### src/wfrm_pkg.sv
// ============================================================================
// wfrm_pkg: shared types and constants of the windowed frame rate meter
// Fixed result field widths and the fixed-point scale of the rate result.
// ============================================================================
`default_nettype none

package wfrm_pkg;

    // Result field widths.
    localparam int FPS_W    = 28;
    localparam int FRAMES_W = 32;
    localparam int VALID_W  = 6;

    // Result bus: fps_q8, frames_done, valid_in_window, padded to whole bytes.
    localparam int OUT_FIELDS_W = FPS_W + FRAMES_W + VALID_W;
    localparam int OUT_DATA_W   = ((OUT_FIELDS_W + 7) / 8) * 8;

    // One million microseconds per second, scaled by 2^8 for the Q20.8 result.
    localparam logic [FPS_W-1:0] FPS_SCALE = FPS_W'(256000000);

    typedef logic [FPS_W-1:0]    fps_t;
    typedef logic [FRAMES_W-1:0] frames_t;
    typedef logic [VALID_W-1:0]  valid_cnt_t;

endpackage : wfrm_pkg

`default_nettype wire

### src/windowed_frame_rate_meter.sv
// ============================================================================
// windowed_frame_rate_meter: moving-average frame rate over a window of frames
// Keeps the last WINDOW_DEPTH frame durations in a ring memory and returns the
// average frame rate in Q20.8 frames per second for every frame reported.
// ============================================================================
//
// Each input transaction carries the duration of one finished frame in
// microseconds; a zero duration marks an empty slot and is not counted. The
// block overwrites the oldest ring entry, updates a running sum and count of
// the non-zero entries, and returns one result transaction holding
// floor(256000000 * count / sum) (zero for an empty window), the wrapping
// frame total and the number of valid entries. One frame is processed at a
// time. The ring memory is read at the accepting edge; after it the block
// performs the read-modify-write of the window state, then the numerator
// multiply, then the restoring divider, which produces the NUM_W-bit
// quotient one bit per cycle, and then the load of the output register, where
// NUM_W = 28 + clog2(WINDOW_DEPTH + 1). The output load waits while a
// previous result is still held by the consumer. A new frame is accepted
// while a previous result still waits in the output register. The ring is
// a single-port synchronous memory; its reset contents are provided by one
// fill flag per entry, so no clearing pass follows reset.
//
`default_nettype none

module windowed_frame_rate_meter #(
    parameter int WINDOW_DEPTH = 60,
    parameter int TIME_BITS    = 24
) (
    input  wire logic                                 clk,
    input  wire logic                                 rst_n,
    // Input stream. tdata fields from bit 0: frame_time_us[TIME_BITS-1:0].
    input  wire logic                                 s_axis_tvalid,
    output logic                                      s_axis_tready,
    input  wire logic [((TIME_BITS+7)/8)*8-1:0]       s_axis_tdata,
    // Result stream. tdata fields from bit 0: fps_q8[27:0], frames_done[31:0],
    // valid_in_window[5:0], then zero padding.
    output logic                                      m_axis_tvalid,
    input  wire logic                                 m_axis_tready,
    output logic [wfrm_pkg::OUT_DATA_W-1:0]           m_axis_tdata
);

    import wfrm_pkg::*;

    localparam int SLOT_W = $clog2(WINDOW_DEPTH);
    localparam int CNT_W  = $clog2(WINDOW_DEPTH + 1);
    localparam int SUM_W  = TIME_BITS + CNT_W;
    localparam int NUM_W  = FPS_W + CNT_W;
    localparam int ITER_W = $clog2(NUM_W);
    localparam logic [SLOT_W-1:0] LAST_SLOT = SLOT_W'(WINDOW_DEPTH - 1);

    typedef enum logic [2:0] {
        ST_IDLE,
        ST_UPDATE,
        ST_MULT,
        ST_DIV,
        ST_LOAD
    } state_t;

    state_t                  state_reg;
    logic [SLOT_W-1:0]       write_slot_reg;
    logic [SUM_W-1:0]        sum_reg;
    logic [CNT_W-1:0]        count_reg;
    frames_t                 frame_total_reg;
    logic [WINDOW_DEPTH-1:0] filled_reg;
    logic [TIME_BITS-1:0]    time_reg;
    logic                    old_filled_reg;
    logic [TIME_BITS-1:0]    rd_data_reg;
    logic [NUM_W-1:0]        num_reg;
    logic [SUM_W-1:0]        rem_reg;
    logic [NUM_W-1:0]        quot_reg;
    logic [ITER_W-1:0]       iter_reg;
    logic                    out_valid_reg;
    fps_t                    out_fps_reg;
    frames_t                 out_frames_reg;
    valid_cnt_t              out_count_reg;

    logic [TIME_BITS-1:0] ring_mem [WINDOW_DEPTH];

    logic                 in_accept;
    logic                 mem_we;
    logic [TIME_BITS-1:0] old_time;
    logic                 old_nz;
    logic                 new_nz;
    logic [SUM_W-1:0]     sum_next;
    logic [CNT_W-1:0]     count_next;
    logic [SLOT_W-1:0]    write_slot_next;
    logic [SUM_W:0]       trial;
    logic                 trial_ge;
    logic [SUM_W-1:0]     rem_next;
    logic                 out_free;
    logic                 load_fire;

    assign s_axis_tready = (state_reg == ST_IDLE);
    assign in_accept     = s_axis_tvalid && s_axis_tready;
    assign mem_we        = (state_reg == ST_UPDATE);

    // A ring entry that was never written since reset reads as empty.
    assign old_time = old_filled_reg ? rd_data_reg : '0;
    assign old_nz   = (old_time != '0);
    assign new_nz   = (time_reg != '0);

    assign sum_next   = sum_reg - SUM_W'(old_time) + SUM_W'(time_reg);
    assign count_next = count_reg - CNT_W'(old_nz) + CNT_W'(new_nz);
    assign write_slot_next = (write_slot_reg == LAST_SLOT) ? '0 : write_slot_reg + 1'b1;

    // One restoring division step: the partial remainder stays below the sum.
    assign trial    = {rem_reg, num_reg[NUM_W-1]};
    assign trial_ge = (trial >= {1'b0, sum_reg});
    assign rem_next = trial_ge ? SUM_W'(trial - {1'b0, sum_reg}) : SUM_W'(trial);

    assign out_free  = !out_valid_reg || m_axis_tready;
    assign load_fire = (state_reg == ST_LOAD) && out_free;

    // Ring memory: one port, read on acceptance and written back in the next cycle.
    always_ff @(posedge clk)
    begin
        if (mem_we)
        begin
            ring_mem[write_slot_reg] <= time_reg;
        end
        if (in_accept)
        begin
            rd_data_reg <= ring_mem[write_slot_reg];
        end
    end

    always_ff @(posedge clk or negedge rst_n)
    begin
        if (!rst_n)
        begin
            state_reg       <= ST_IDLE;
            write_slot_reg  <= '0;
            sum_reg         <= '0;
            count_reg       <= '0;
            frame_total_reg <= '0;
            filled_reg      <= '0;
            out_valid_reg   <= 1'b0;
        end
        else
        begin
            // A new result takes the output register in the same cycle that
            // the consumer takes the previous one.
            if (load_fire)
            begin
                out_valid_reg <= 1'b1;
            end
            else if (out_valid_reg && m_axis_tready)
            begin
                out_valid_reg <= 1'b0;
            end
            unique case (state_reg)
                ST_IDLE:
                begin
                    if (in_accept)
                    begin
                        time_reg       <= s_axis_tdata[TIME_BITS-1:0];
                        old_filled_reg <= filled_reg[write_slot_reg];
                        state_reg      <= ST_UPDATE;
                    end
                end
                ST_UPDATE:
                begin
                    sum_reg                    <= sum_next;
                    count_reg                  <= count_next;
                    filled_reg[write_slot_reg] <= 1'b1;
                    write_slot_reg             <= write_slot_next;
                    frame_total_reg            <= frame_total_reg + 1'b1;
                    state_reg                  <= ST_MULT;
                end
                ST_MULT:
                begin
                    num_reg   <= NUM_W'(count_reg) * NUM_W'(FPS_SCALE);
                    rem_reg   <= '0;
                    quot_reg  <= '0;
                    iter_reg  <= ITER_W'(NUM_W - 1);
                    state_reg <= ST_DIV;
                end
                ST_DIV:
                begin
                    rem_reg  <= rem_next;
                    num_reg  <= {num_reg[NUM_W-2:0], 1'b0};
                    quot_reg <= {quot_reg[NUM_W-2:0], trial_ge};
                    iter_reg <= iter_reg - 1'b1;
                    if (iter_reg == '0)
                    begin
                        state_reg <= ST_LOAD;
                    end
                end
                ST_LOAD:
                begin
                    if (load_fire)
                    begin
                        out_fps_reg    <= (sum_reg == '0) ? '0 : quot_reg[FPS_W-1:0];
                        out_frames_reg <= frame_total_reg;
                        out_count_reg  <= VALID_W'(count_reg);
                        state_reg      <= ST_IDLE;
                    end
                end
                default:
                begin
                    state_reg <= ST_IDLE;
                end
            endcase
        end
    end

    assign m_axis_tvalid = out_valid_reg;
    assign m_axis_tdata  = OUT_DATA_W'({out_count_reg, out_frames_reg, out_fps_reg});

    // The window never counts more entries than it holds.
    a_count_bound: assert property (@(posedge clk) disable iff (!rst_n)
        count_reg <= CNT_W'(WINDOW_DEPTH))
        else $error("window count exceeds window depth");

    // Every counted entry is at least one microsecond.
    a_sum_ge_count: assert property (@(posedge clk) disable iff (!rst_n)
        sum_reg >= SUM_W'(count_reg))
        else $error("window sum below window count");

    // An empty sum and an empty count go together.
    a_sum_count_zero: assert property (@(posedge clk) disable iff (!rst_n)
        (sum_reg == '0) == (count_reg == '0))
        else $error("window sum and count disagree on emptiness");

    // The write pointer stays inside the ring.
    a_slot_bound: assert property (@(posedge clk) disable iff (!rst_n)
        write_slot_reg <= LAST_SLOT)
        else $error("write slot outside the ring");

    // A waiting result is never overwritten by the next one.
    a_no_overwrite: assert property (@(posedge clk) disable iff (!rst_n)
        (out_valid_reg && !m_axis_tready) |=> out_valid_reg && $stable(m_axis_tdata))
        else $error("pending result overwritten");

endmodule : windowed_frame_rate_meter

`default_nettype wire

### config.mk
export PLATFORM = sky130hd
export DESIGN_NAME = windowed_frame_rate_meter
export DESIGN_NICKNAME = d
export VERILOG_FILES = /design/src/wfrm_pkg.sv /design/src/windowed_frame_rate_meter.sv
export SDC_FILE = /design/constraint.sdc
export NUM_CORES = 2
export LEC_CHECK = 0
export ABC_AREA = 1
export BUFFER_PORTS_ARGS = -buffer_cell sky130_fd_sc_hd__buf_2
export CAP_MARGIN = 25
export CORE_AREA = 2 2 371 373
export DETAILED_ROUTE_END_ITERATION = 16
export DIE_AREA = 0 0 373 375
export MAX_ROUTING_LAYER = met4
export PLACE_DENSITY_LB_ADDON = 0.15
export SYNTH_ARGS = -nofsm -noshare
export SYNTH_HDL_FRONTEND = slang
export SYNTH_SLANG_ARGS = --single-unit
### constraint.sdc
create_clock -name clk -period 20.8 [get_ports clk]
set_clock_uncertainty 0.05 [all_clocks]
set_input_delay 2.08 -clock clk [delete_from_list [all_inputs] [get_ports clk]]
set_output_delay 2.08 -clock clk [all_outputs]
set_load 0.01 [all_outputs]
==> impl_metrics.env <==
export IMPL_initial_core_util_pct=54.5
export IMPL_synth_distinct_cells=53
export IMPL_grt_overflow=0
export IMPL_rsz0062_at_grt="no"
export IMPL_die_height_um=375
export IMPL_crit_type="reg -> reg"
export IMPL_yosysWarnings=0
export IMPL_cp_cell_sequence="buf_4 > inv_2 > nand3_2 > buf_4 > inv_6 > buf_12 > nand2_1 > nand4_1 > o21ai_1 > nand2_1 > nor2_1 > nand3_1"
export IMPL_path_clk_slew_ns=0.06
export IMPL_fillers=10700
export IMPL_drcViolationCount=0
export IMPL_critPathSlowestCell="o21ai_1"
export IMPL_drt_wl_total_mm=217
export IMPL_synthTopCellsByCount="nand2_1 (1,923), edfxtp_1 (1,639), inv_1 (584)"
export IMPL_async_flop_share_pct=7.77
export IMPL_largest_reg_flops=1440
export IMPL_reg2reg_slack_ns=16.09
export IMPL_cp_arrival_ns=5.19
export IMPL_rr_endpoint="rd_data_reg[21]$_DFFE_PP_"
export IMPL_first_global_vias=47700
export IMPL_setup_tns_ns=0
export IMPL_synthFlopType="edfxtp_1"
export IMPL_syn_area_per_cell_um2=11.7
export IMPL_die_area_um2=140000
export IMPL_viasPerCell=5.84
export IMPL_routedWlPerCell_um=25.6
export IMPL_grt_pass1_wl_mm=315
export IMPL_netlist_instances=6323
export IMPL_antenna_found_initial=8
export IMPL_yosys_top_cells_area="edfxtp_1 (66%), nand2_1 (9.7%), dfrtp_1 (4.6%)"
export IMPL_p_leak_uw=0.0318
export IMPL_vias=49400
export IMPL_vdd_ir_drop_max_uv=97.7
export IMPL_h_tree_depth=4
export IMPL_ys_seq_area_share_pct=70.9
export IMPL_rows=136
export IMPL_place_congestion=0.945
export IMPL_pwr_density_cell_nw_per_um2=138
export IMPL_drive_above_1_share_pct=9.53
export IMPL_start_kind="register"
export IMPL_hpwlAfterDp_mm=126
export IMPL_routed_top_layer="met4"
export IMPL_post_cts_buffers=0
export IMPL_period_share_pct=22.7
export IMPL_post_cts_resized=0
export IMPL_critPathMaxFanout=90
export IMPL_numPortBuffers=95
export IMPL_io_pins=102
export IMPL_ys_ff_latch=1777
export IMPL_synthMostInstantiatedCell="nand2_1"
export IMPL_r2r_start="write_slot_reg[1]$_DFFE_PN0P_"
export IMPL_max_freq_mhz=212
export IMPL_startpoint="write_slot_reg[1]$_DFFE_PN0P_"
export IMPL_endpoint_kind="register"
export IMPL_clk_path_buf_depth=3
export IMPL_period_needed_ns=4.71
export IMPL_final_cell_count_no_fill=8463
export IMPL_wl_met1_mm=83.3
export IMPL_dr_pass1_iters=8
export IMPL_worstMarginPinSlew_ns=1.22
export IMPL_yosysTopAreaCellShare_pct=66.3
export IMPL_crit_required_ns=21.28
export IMPL_dp_cells=8122
export IMPL_crit_end="rd_data_reg[21]$_DFFE_PP_"
export IMPL_die_x_um=373
export IMPL_root_buffer="clkbuf_16"
export IMPL_wl_met3_mm=20.5
export IMPL_finalHoldViolations=0
export IMPL_postLayoutCoreUtil_pct=61.0
export IMPL_cts_buffers=179
export IMPL_worst_path_largest_cell_delay_ns=0.72
export IMPL_reg2reg_depth=12
export IMPL_drt_iter0_drc=5708
export IMPL_cts_hold_buf=0
export IMPL_cap_violations=0
export IMPL_ff_latch_area_um2=52700
export IMPL_clock_sinks=1777
export IMPL_slew_violations=0
export IMPL_setup_violations_final=0
export IMPL_outcome="completed"
export IMPL_cts_tree="yes"
export IMPL_finalNetCount=6681
export IMPL_clk_latency_ns=0.84
export IMPL_synth_area_leader_cell="edfxtp_1"
export IMPL_multiInputGateArea_um2=18500
export IMPL_relSlewSlack_pct=17.5
export IMPL_grt_max_degree=117
export IMPL_synth_edf_count=1639
export IMPL_areaGrowthSynthToFinish_pct=11.8
export IMPL_ant_nets=0
export IMPL_synth_area_um2=74300
export IMPL_track_usage_pct=31.9
export IMPL_hold_path_class="reg -> reg"
export IMPL_core_um2=136000
export IMPL_wl_met2_mm=103
[layout make-up]
cell class	count	share of cell area, %
antenna	6	0.0181
clock buffer	219	5.65
clock inverter	116	1.37
inverter	594	2.70
multi-input combinational	3726	22.3
sequential	1777	63.4
tap	1794	2.70
timing repair buffer	231	1.89
[power by group]
| part | leakage, µW | total [µW] | switching, µW | internal, µW |
|---|---|---|---|---|
| Combinational | 0.0123 | 3880 | 2790 | 1090 |
| Clock | 0.00283 | 3220 | 1400 | 1820 |
| Sequential | 0.0167 | 4350 | 131 | 4220 |
| Total | 0.0318 | 11400 | 4320 | 7130 |
[critical path: cells and delay by family (launching register included)]
family / cells / cell delay [ns]
buffers and inverters: 5 / 1.84
DFF: 1 / 0.32
and+or+nand+nor: 6 / 1.35
AOI/OAI and AO/OA: 1 / 0.72
[worst min-delay path by stage]
| stage | from | endpoint | slack, ns | cells after the start |
|---|---|---|---|---|
| 2_1_floorplan | filled_reg[28]$_DFFE_PN0P_ | filled_reg[28]$_DFFE_PN0P_ | 0.37 | 2 |
| 3_3_place_gp | frame_total_reg[30]$_DFFE_PN0P_ | out_frames_reg[30]$_DFFE_PP_ | 0.38 | 0 |
| 3_5_place_dp | frame_total_reg[30]$_DFFE_PN0P_ | out_frames_reg[30]$_DFFE_PP_ | 0.39 | 0 |
| 4_1_cts | frame_total_reg[30]$_DFFE_PN0P_ | out_frames_reg[30]$_DFFE_PP_ | 0.41 | 0 |
| 5_1_grt | frame_total_reg[30]$_DFFE_PN0P_ | out_frames_reg[30]$_DFFE_PP_ | 0.42 | 0 |
| 6_report | frame_total_reg[30]$_DFFE_PN0P_ | out_frames_reg[30]$_DFFE_PP_ | 0.41 | 0 |
[layout by cell type, fill, tap and decap left out, types with 43 or more instances in the layout]
master / count
nor2_2: 64
nand4_1: 219
nand3_1: 201
dfrtp_1: 137
buf_4: 131
nand2_1: 1923
buf_2: 94
edfxtp_1: 1639
xnor2_1: 43
a22oi_1: 115
inv_1: 583
nor2_1: 374
a21oi_1: 129
o21ai_0: 251
clkbuf_16: 182
ha_1: 108
[logic make-up (layout without fill, tap and decap cells)]
family	after synthesis	count (layout)	synth area share [%]
flip-flops	1777	1777	70.9
AND/OR/NAND/NOR	2912	2912	16.3
XOR/XNOR	66	66	0.778
other	1	12	0.00505
buffers and inverters	825	1160	4.52
AO/OA/AOI/OAI	598	598	4.74
adder cells (fa/ha/maj)	144	144	2.79
[metrics by stage]
| stage | setup WS (ns) | cell area [µm²] | hold slack, ns | power (µW) |
|---|---|---|---|---|
| finish | 16.09 | 83100 | 0.405 | 11400 |
| global route | 16.09 | 83100 | 0.416 | 12000 |
| CTS | 16.19 | 83100 | 0.405 | 11400 |
| detailed placement | 16.24 | 77200 | 0.392 | 8250 |
| global placement | 16.27 | 77200 | 0.384 | 8200 |
| floorplan | 12.31 | 74300 | 0.374 | 6920 |
[routing by layer]
layer | global-route usage, % | vias up
met4 | 13.8 | 0
met2 | 50.7 | 2562
met1 | 40.7 | 24300
li1 | - | 22100
met5 | - | -
met3 | 5.40 | 420
Note: power is estimated with default switching activity, not from simulation.
